### src/sv/sswq_pkg.sv
`timescale 1ns / 1ps

package sswq_pkg;

    localparam logic CMD_SLEEP = 1'b0;
    localparam logic CMD_TICK  = 1'b1;

    typedef enum logic [1:0] {
        KIND_ACCEPTED = 2'd0,
        KIND_REJECTED = 2'd1,
        KIND_WOKEN    = 2'd2,
        KIND_NONE     = 2'd3
    } t_kind;

    typedef struct packed {
        logic        command;
        logic [7:0]  thread_id;
        logic [31:0] sleep_ticks;
        logic [5:0]  priority_req;
    } t_in_item;

    typedef struct packed {
        t_kind       result_kind;
        logic [7:0]  woken_id;
        logic        last;
    } t_out_item;

    typedef struct packed {
        logic [63:0] wake;
        logic [7:0]  thread;
        logic [5:0]  prio;
    } t_entry;

endpackage

### src/sv/sorted_sleep_wakeup_queue.sv
`timescale 1ns / 1ps
// Channel  | Dir | Handshake               | Payload
// ---------+-----+-------------------------+-------------------------------------
// in       | in  | i_in_valid / o_in_stall | command, thread_id, sleep_ticks, prio
// out      | out | o_out_valid / i_out_stall | result_kind, woken_id, last
//
// One transaction at a time. A sleep request walks the queue from the tail, one
// entry per cycle through the entry RAM's one read port and one write port; the
// last step loads the result. A tick pops one due entry per cycle from the head
// while the output is not stalled. A full queue rejects without a walk.
// Reset clears the tick count and empties the queue; RAM contents are not cleared.
// A stall on the output holds the sequencer until the result register frees.

module sorted_sleep_wakeup_queue
    import sswq_pkg::*;
#(
    parameter int QUEUE_DEPTH = 16
) (
    input  logic      i_clk,
    input  logic      i_rst_n,
    input  logic      i_in_valid,
    output logic      o_in_stall,
    input  t_in_item  i_in_data,
    output logic      o_out_valid,
    input  logic      i_out_stall,
    output t_out_item o_out_data
);

    localparam int AW = $clog2(QUEUE_DEPTH);
    localparam int CW = $clog2(QUEUE_DEPTH + 1);
    localparam int EW = $bits(t_entry);

    typedef enum logic [1:0] {
        S_IDLE,
        S_INS,
        S_WAKE,
        S_RESULT
    } t_state;

    function automatic logic [AW-1:0] ptr_inc(input logic [AW-1:0] p);
        return (p == AW'(QUEUE_DEPTH - 1)) ? '0 : p + AW'(1);
    endfunction

    function automatic logic [AW-1:0] ptr_dec(input logic [AW-1:0] p);
        return (p == '0) ? AW'(QUEUE_DEPTH - 1) : p - AW'(1);
    endfunction

    t_state        r_state, n_state;
    logic [63:0]   r_tick, n_tick;
    logic [CW-1:0] r_count, n_count;
    logic [CW-1:0] r_left, n_left;
    logic [AW-1:0] r_head, n_head;
    logic [AW-1:0] r_tail, n_tail;
    logic [AW-1:0] r_wr_ptr, n_wr_ptr;
    logic [AW-1:0] r_rd_ptr, n_rd_ptr;
    t_entry        r_new, n_new;
    logic          r_pend, n_pend;
    logic [7:0]    r_pend_id, n_pend_id;
    t_kind         r_res_kind, n_res_kind;
    logic          r_out_valid, n_out_valid;
    t_out_item     r_out, n_out;

    logic          ram_we;
    logic [EW-1:0] ram_wdata;
    logic [AW-1:0] ram_raddr;
    logic [EW-1:0] ram_rdata;
    t_entry        rd_entry;

    logic          accept;
    logic          out_free;
    logic          emit;
    t_out_item     emit_item;
    logic          new_before;
    logic          wake_hit;

    sswq_ram #(
        .WIDTH(EW),
        .DEPTH(QUEUE_DEPTH)
    ) u_ram (
        .i_clk    (i_clk),
        .i_wr_en  (ram_we),
        .i_wr_addr(r_wr_ptr),
        .i_wr_data(ram_wdata),
        .i_rd_addr(ram_raddr),
        .o_rd_data(ram_rdata)
    );

    assign rd_entry   = t_entry'(ram_rdata);
    assign accept     = i_in_valid && (r_state == S_IDLE);
    assign out_free   = !r_out_valid || !i_out_stall;
    assign new_before = (r_new.wake < rd_entry.wake) ||
                        ((r_new.wake == rd_entry.wake) && (r_new.prio > rd_entry.prio));
    assign wake_hit   = (r_count != '0) && (rd_entry.wake <= r_tick);

    always_comb begin
        n_state    = r_state;
        n_tick     = r_tick;
        n_count    = r_count;
        n_left     = r_left;
        n_head     = r_head;
        n_tail     = r_tail;
        n_wr_ptr   = r_wr_ptr;
        n_rd_ptr   = r_rd_ptr;
        n_new      = r_new;
        n_pend     = r_pend;
        n_pend_id  = r_pend_id;
        n_res_kind = r_res_kind;
        ram_we     = 1'b0;
        ram_wdata  = r_new;
        ram_raddr  = r_head;
        emit       = 1'b0;
        emit_item  = '{result_kind: KIND_NONE, woken_id: 8'd0, last: 1'b1};

        unique case (r_state)
            S_IDLE: begin
                ram_raddr = (i_in_data.command == CMD_TICK) ? r_head : ptr_dec(r_tail);
                if (accept) begin
                    if (i_in_data.command == CMD_TICK) begin
                        n_tick  = r_tick + 64'd1;
                        n_pend  = 1'b0;
                        n_state = S_WAKE;
                    end else if (r_count == CW'(QUEUE_DEPTH)) begin
                        n_res_kind = KIND_REJECTED;
                        n_state    = S_RESULT;
                    end else begin
                        n_new.wake   = r_tick + 64'(i_in_data.sleep_ticks);
                        n_new.thread = i_in_data.thread_id;
                        n_new.prio   = i_in_data.priority_req;
                        n_wr_ptr     = r_tail;
                        n_rd_ptr     = ptr_dec(r_tail);
                        n_left       = r_count;
                        n_state      = S_INS;
                    end
                end
            end
            S_INS: begin
                ram_raddr = ptr_dec(r_rd_ptr);
                ram_we    = 1'b1;
                if ((r_left == '0) || !new_before) begin
                    // drop the new entry into the hole
                    ram_wdata  = r_new;
                    n_count    = r_count + CW'(1);
                    n_tail     = ptr_inc(r_tail);
                    n_res_kind = KIND_ACCEPTED;
                    n_state    = S_RESULT;
                end else begin
                    // shift the later entry one place toward the tail
                    ram_wdata = ram_rdata;
                    n_wr_ptr  = r_rd_ptr;
                    n_rd_ptr  = ptr_dec(r_rd_ptr);
                    n_left    = r_left - CW'(1);
                end
            end
            S_WAKE: begin
                if (wake_hit) begin
                    // hold the woken id until the next entry tells whether it is last
                    if (!r_pend || out_free) begin
                        emit      = r_pend;
                        emit_item = '{result_kind: KIND_WOKEN, woken_id: r_pend_id,
                                      last: 1'b0};
                        n_pend    = 1'b1;
                        n_pend_id = rd_entry.thread;
                        n_head    = ptr_inc(r_head);
                        n_count   = r_count - CW'(1);
                    end
                end else if (out_free) begin
                    emit = 1'b1;
                    if (r_pend) begin
                        emit_item = '{result_kind: KIND_WOKEN, woken_id: r_pend_id,
                                      last: 1'b1};
                    end
                    n_pend  = 1'b0;
                    n_state = S_IDLE;
                end
                ram_raddr = n_head;
            end
            S_RESULT: begin
                if (out_free) begin
                    emit      = 1'b1;
                    emit_item = '{result_kind: r_res_kind, woken_id: 8'd0, last: 1'b1};
                    n_state   = S_IDLE;
                end
            end
            default: begin
                n_state = S_IDLE;
            end
        endcase

        n_out_valid = emit || (r_out_valid && i_out_stall);
        n_out       = emit ? emit_item : r_out;
    end

    always_ff @(posedge i_clk) begin
        if (!i_rst_n) begin
            r_state     <= S_IDLE;
            r_tick      <= '0;
            r_count     <= '0;
            r_head      <= '0;
            r_tail      <= '0;
            r_pend      <= 1'b0;
            r_out_valid <= 1'b0;
        end else begin
            r_state     <= n_state;
            r_tick      <= n_tick;
            r_count     <= n_count;
            r_head      <= n_head;
            r_tail      <= n_tail;
            r_pend      <= n_pend;
            r_out_valid <= n_out_valid;
        end
        r_left     <= n_left;
        r_wr_ptr   <= n_wr_ptr;
        r_rd_ptr   <= n_rd_ptr;
        r_new      <= n_new;
        r_pend_id  <= n_pend_id;
        r_res_kind <= n_res_kind;
        r_out      <= n_out;
    end

    assign o_in_stall  = (r_state != S_IDLE);
    assign o_out_valid = r_out_valid;
    assign o_out_data  = r_out;

endmodule

### src/sv/sswq_ram.sv
`timescale 1ns / 1ps

module sswq_ram #(
    parameter int WIDTH = 8,
    parameter int DEPTH = 16
) (
    input  logic                     i_clk,
    input  logic                     i_wr_en,
    input  logic [$clog2(DEPTH)-1:0] i_wr_addr,
    input  logic [WIDTH-1:0]         i_wr_data,
    input  logic [$clog2(DEPTH)-1:0] i_rd_addr,
    output logic [WIDTH-1:0]         o_rd_data
);

    logic [WIDTH-1:0] r_mem [DEPTH];
    logic [WIDTH-1:0] r_rd_data;

    always_ff @(posedge i_clk) begin
        if (i_wr_en) begin
            r_mem[i_wr_addr] <= i_wr_data;
        end
        r_rd_data <= r_mem[i_rd_addr];
    end

    assign o_rd_data = r_rd_data;

endmodule
### config.mk
export PLATFORM = sky130hd
export DESIGN_NAME = sorted_sleep_wakeup_queue
export DESIGN_NICKNAME = d
export VERILOG_FILES = /design/src/sv/sswq_pkg.sv /design/src/sv/sorted_sleep_wakeup_queue.sv /design/src/sv/sswq_ram.sv
export SDC_FILE = /design/constraint.sdc
export NUM_CORES = 2
export LEC_CHECK = 0
export ABC_AREA = 0
export BUFFER_PORTS_ARGS = -buffer_cell sky130_fd_sc_hd__clkbuf_2
export CAP_MARGIN = 20
export CORE_MARGIN = 2
export CORE_UTILIZATION = 30
export DETAILED_ROUTE_END_ITERATION = 6
export PLACE_DENSITY_LB_ADDON = 0.25
export SYNTH_ARGS = -nofsm -noshare
export SYNTH_HDL_FRONTEND = slang
export SYNTH_SLANG_ARGS = --single-unit
### constraint.sdc
create_clock -name i_clk -period 7.99 [get_ports i_clk]
set_clock_uncertainty 0.15 [all_clocks]
set_input_delay 0.799 -clock i_clk [delete_from_list [all_inputs] [get_ports i_clk]]
set_output_delay 0.799 -clock i_clk [all_outputs]
set_load 0.02 [all_outputs]
After elaboration in Yosys (flattened, before gate mapping) --
Memory sizes are Yosys's and may differ from the RTL's. A register that Yosys moved wholly into a read port is not among the register bits. Cells that the tools add are included. W data, S select, Z words.
Cells by class: add/sub/neg operators 9, multiply operators 0, divide/modulo/power cells 0, $lt $le $gt $ge 3, eq/ne operators 19, shifts and indexed selects 0, multiplexer cells 60, bitwise operators 2, reductions and logical operators 31
Operators by type and width (number):
- $mux W78 | 2
- $add A64 B1 Y64 const B | 1
- $add A64 B32 Y64 | 1
- $eq A64 B64 Y1 | 1
- $le A64 B64 Y1 | 1
- $lt A64 B64 Y1 | 1
- $mux W4 | 15
- $mux W5 | 7
- $mux W10 | 3
- $mux W11 | 2
- $pmux W11 S2 | 1
- $mux W2 | 10
- $pmux W5 S2 | 2
- $ne A2 B2 Y1 const B | 9
- $pmux W4 S2 | 2
- $reduce_and A5 Y1 | 3
- $pmux W4 S3 | 1
- $mux W1 | 11
- $sub A5 B1 Y5 const B | 2
- $reduce_and A3 Y1 | 3
- $add A4 B1 Y4 const B | 2
- $eq A4 B4 Y1 const B | 2
- $logic_not A4 Y1 | 2
- $pmux W2 S4 | 1
- other kinds (20) | 39
Word-level totals: register bits after elaboration 193, latch bits 0, memory bits (writable) 1248, memory bits (read-only) 0, bits of input ports 51, output and inout bits 13, logic and storage cells 143, memories kept 1
Memories:
- u_ram.r_mem | words 16, bits a word 78, rd ports 1, clocked after memory_dff 1, write ports 1, line sswq_ram.sv:15 | logic [WIDTH-1:0] r_mem [DEPTH];

Longest topological paths before layout --
depth in word-level cells 7, depth in mapped cells 19, gate-level depth less buffers 15

By module --
From an unflattened synthesis, not the netlist that was laid out.
Unflattened totals: cells, all modules 3666, area total of the unflattened synthesis 63103.0 sq um
Modules (own cells, without submodules):
- sswq_ram | instances 1, cells each 2004, area an instance 48288.8 sq um, sequential area each 39037.4 sq um
- sorted_sleep_wakeup_queue | instances 1, cells each 1662, area an instance 14814.2 sq um, sequential area each 4954.8 sq um

Worst setup path after synthesis --
Ideal clock, no wire load.
path type flip-flop to flip-flop, from register r_state[0], to memory u_ram.r_mem[0][0] (netlist bit) (enable), setup time 0.610 ns, arrival 6.678 ns, data required time 7.230 ns, path slack 0.552 ns, stages on the path, launching flop included 6, period minus slack after synthesis 7.438 ns, cells stage by stage dfxtp_1 inv_1 nor2_1 inv_1 or3_1 nor3_1
On the way: word-level cells in the longest chain between the ends 4
RTL lines:
- start: declaration | line sorted_sleep_wakeup_queue.sv:48 | t_state r_state, n_state;
- start signal: assignment | line sorted_sleep_wakeup_queue.sv:203 | r_state <= n_state;
- $eq A2 B1 Y1 | line sorted_sleep_wakeup_queue.sv:114 | unique case (r_state)
- $mux W1 | line sorted_sleep_wakeup_queue.sv:114
- $mux W1 | line sswq_ram.sv:19 | if (i_wr_en) begin
- $mux W1 (not written as such) | line sswq_ram.sv:20 | r_mem[i_wr_addr] <= i_wr_data;
- end: declaration | line sswq_ram.sv:15
Every way passes these cells.

Worst setup path after layout --
from register u_ram.r_rd_data[74] (netlist: u_ram.o_rd_data[74]), read port of u_ram.r_mem, to memory u_ram.r_mem[9][45] (netlist bit) (data pin)
On the way: word-level cells in the longest chain between the ends 7, elaborated cells between the ends (all ways) 8, those cells by class order compare (1); eq/ne (1); mux (2); reduce/logical (4)
RTL lines:
- start: declaration | line sswq_ram.sv:16 | logic [WIDTH-1:0] r_rd_data;
- branches (longest 2 deep; another with $lt A64 B64 Y1)
- $logic_or A1 B1 Y1 * | line sorted_sleep_wakeup_queue.sv:91 | assign new_before = (r_new.wake < rd_entry.wake) ||
- $logic_not A1 Y1 * | line sorted_sleep_wakeup_queue.sv:139 | if ((r_left == '0) || !new_before) begin
- $logic_or A1 B1 Y1 * | line sorted_sleep_wakeup_queue.sv:139
- $mux W78 * | line sorted_sleep_wakeup_queue.sv:139
- $mux W78 * | line sorted_sleep_wakeup_queue.sv:114
- named net ram_wdata[45] | line sorted_sleep_wakeup_queue.sv:64 | logic [EW-1:0] ram_wdata;
Mark *: on every way through the listed nets, which the timed path passes.

==> flow_summary.yaml <==
outcome:
  outcome: "complete, no violations"
global_routing:
  antenna_found_initial: 6
  overflow: 0
  grt_use_total_pct: 15.9
  grt_max_degree: 175
  grt_pass1_wl_mm: 256
  grt_pass1_vias: 36897
clock_network:
  clk_pin_slew_ns: 0.06
  cts_setup_buffers: 0
  cts_buffers: 164
  post_cts_resize_count: 0
  cts_root_buf: "clkbuf_16"
  cts_buffer_depth: 3
  cts.sinks: 1518
  clk_latency_ns: 0.81
  cts_tree: "built"
  htreeDepth: 4
logic_synthesis:
  synth-main-ff-cell: "edfxtp_1"
  syn_nets: 4499
  syn_inst: 4269
  syn_area_mm2: 0.0638
  syn_avg_cell_area_um2: 14.9
  yosysSeqAreaShare_pct: 69.0
  synth_cell_type_count: 74
  ys_seq_elements: 1518
  ys_warn_count: 0
  async_flop_share_pct: 0
  synth-edff-count: 1359
critical_path:
  path_cells: "inv_1, ha_1, nand4_1, nor4_1, nand3_1, or3_1, a21oi_1, nor3_1, o21ai_0, or2_4, buf_4, mux2_2"
  cp.arrival_ns: 6.61
  worstSetupPathType: "reg2reg"
  end_kind: "flop"
  cp-start-kind: "flop"
  path_max_fanout: 31
  crit_slowest_cell: "or2_4"
  crit_required_ns: 8.32
  max_stage_delay_ns: 0.71
timing:
  post-route-period-util_pct: 78.5
  drv_slew: 0
  clock.fmax_mhz: 159
  rsz0062_at_grt: "false"
  fin_setup_tns_ns: 0
  setup_violations: 0
  min_period_ns: 6.27
  max_slew.worst_pin.slew_ns: 1.09
  finalHoldViolCount: 0
  slew_headroom_pct: 27.3
power:
  power_per_cell_area_mw_per_mm2: 291
  clkPwrFrac_pct: 35.3
  p_leak_nw: 24.8
  switchingPower_mw: 6.22
  swShare_pct: 29.3
  p_seq_share_pct: 45.1
  pwr-share-comb_pct: 19.6
  ir_drop_uv: 193
  p_int_mw: 15.0
drt:
  wirelength_mm: 176
  drt_first_pass_iters: 7
  drc_errors: 0
  vias_per_cell: 5.08
  via_count: 37259
  antenna_left: 0
  detail_route.iter0.violations: 2813
  wire_per_inst_um: 24.0
die:
  core_area_mm2: 0.212
  die-area_mm2: 0.216
  die_w_um: 465
  initial_core_util_pct: 30.1
  num_rows: 169
  ios: 64
  die_h_um: 465
placement:
  place_congestion: 0.805
  dpl_cell_area_mm2: 0.0676
  portBuffers: 63
  hpwlAfterDp_mm: 96.2
cells_and_area:
  area_delta_synth_final_pct: 14.5
  final_common_cell: "edfxtp_1"
  seq_area_mm2: 0.0440
  multi_input_area_mm2: 0.0182
  layout_common_cells: "edfxtp_1, mux2i_1, nor3_1"
  nFillCells: 20239
  stdcell_area_mm2: 0.0730
  fin_nets: 4594
  layout-drive-gt1-share_pct: 11.1
min_path:
  min_path_type: "in2reg"
job:
  cap_violations: 0
sequential cells by signal, indices dropped and copies added (netlist names):
signal,cells
r_head,4
r_wr_ptr,4
r_res_kind,1
r_pend_id,8
o_out_data,11
r_left,5
u_ram.r_mem,1248
r_count,5
r_state,2
r_tail,4
r_new,78
r_rd_ptr,4
r_pend,1
o_out_valid,1
u_ram.o_rd_data,78
r_tick,64
path summary, 6_finish.rpt:
path	start	end	slack, ns	cells after the start
min reg2reg	u_ram.o_rd_data[6]	r_pend_id[0]	0.29	0
min	i_in_data[39]	r_new[7]	0.12	1
max reg2reg	u_ram.o_rd_data[74]	u_ram.r_mem[9][45]	1.72	12
max	u_ram.o_rd_data[74]	u_ram.r_mem[9][45]	1.72	12
repair_timing:
action | in CTS | in global routing
endpoints found under the setup margin | 0 | 0
endpoints found under the hold margin | 13 | 0
hold buffers | 13 | 0
logic make-up after synthesis:
family	Yosys count	share of synthesized area, %
and+or+nand+nor	806	6.24
DFF	1518	69.0
muxes	547	8.74
AOI/OAI and AO/OA	691	8.20
adders and majority gates	179	3.54
buffers and inverters	411	2.68
xor gates and xnor gates	117	1.61
cell type report:
class	count	share of cell area, %
diodes	3	0.0103
well taps	2821	4.83
multi-input cells	2340	25.0
clock buffers	245	6.44
flip-flops and latches	1518	60.2
repair buffers	165	1.80
clock inverters	61	0.800
inverters	175	0.901
power by group through the flow:
stage                     registers [mW]  clock network, mW  logic [mW]
final                               9.60               7.50        4.17
after CTS                           9.60               7.67        4.21
after detailed placement            9.76                  0        4.18
after global routing                9.63               7.98        4.59
after floorplan                     9.58                  0        2.90
after global placement              9.77                  0        4.14
stage by stage:
stage	util (%)	instances	hold slack [ns]	worst slack [ns]	power (mW)
6_report	34.5	7328	0.119	1.72	21.3
5_1_grt	34.5	7325	0.0782	1.38	22.2
4_1_cts	34.5	7325	0.0504	1.56	21.5
3_5_place_dp	31.9	7006	0.284	1.57	13.9
3_3_place_gp	31.9	7006	0.270	1.54	13.9
2_1_floorplan	-	4269	0.254	0.552	12.5
critical path, delay by kind of cell (launching register included):
kind / cells / cell delay, ns
AOI/OAI and AO/OA: 2 / 1.15
buffers and inverters: 2 / 0.58
adders and majority gates: 1 / 0.30
and+or+nand+nor: 6 / 2.67
DFF: 1 / 0.50
muxes: 1 / 0.53
Yosys cell counts (13+ instances only):
library cell	n	area [um2]
or3_1	20	125
o221ai_1	76	666
nand3_1	52	260
nand4_1	51	319
a21oi_1	98	490
o32a_1	76	761
buf_1	13	48.8
edfxtp_1	1359	40800
mux2_2	77	867
o22ai_1	76	475
dfxtp_1	159	3180
inv_1	173	649
mux2i_1	470	4700
nor2b_1	19	119
nand2_1	94	353
xnor2_1	109	955
buf_2	68	340
o21ai_0	70	350
nor4_1	22	138
clkbuf_1	137	514
nor2_1	151	567
nand2b_1	15	93.8
nor3_1	348	1740
ha_1	177	2210
a2111oi_0	154	1350
a21o_1	45	338
buf_4	14	105
per-layer routing:
metal / part of all wire [%] / track usage [%] / vias up
met5: 0 / 0 / -
met4: 2.9 / 5.23 / 0
met3: 4.7 / 2.73 / 269
met2: 47 / 26.2 / 869
met1: 45 / 21.3 / 19038
li1: - / - / 17083
Note: power is estimated with default switching activity, not from simulation.
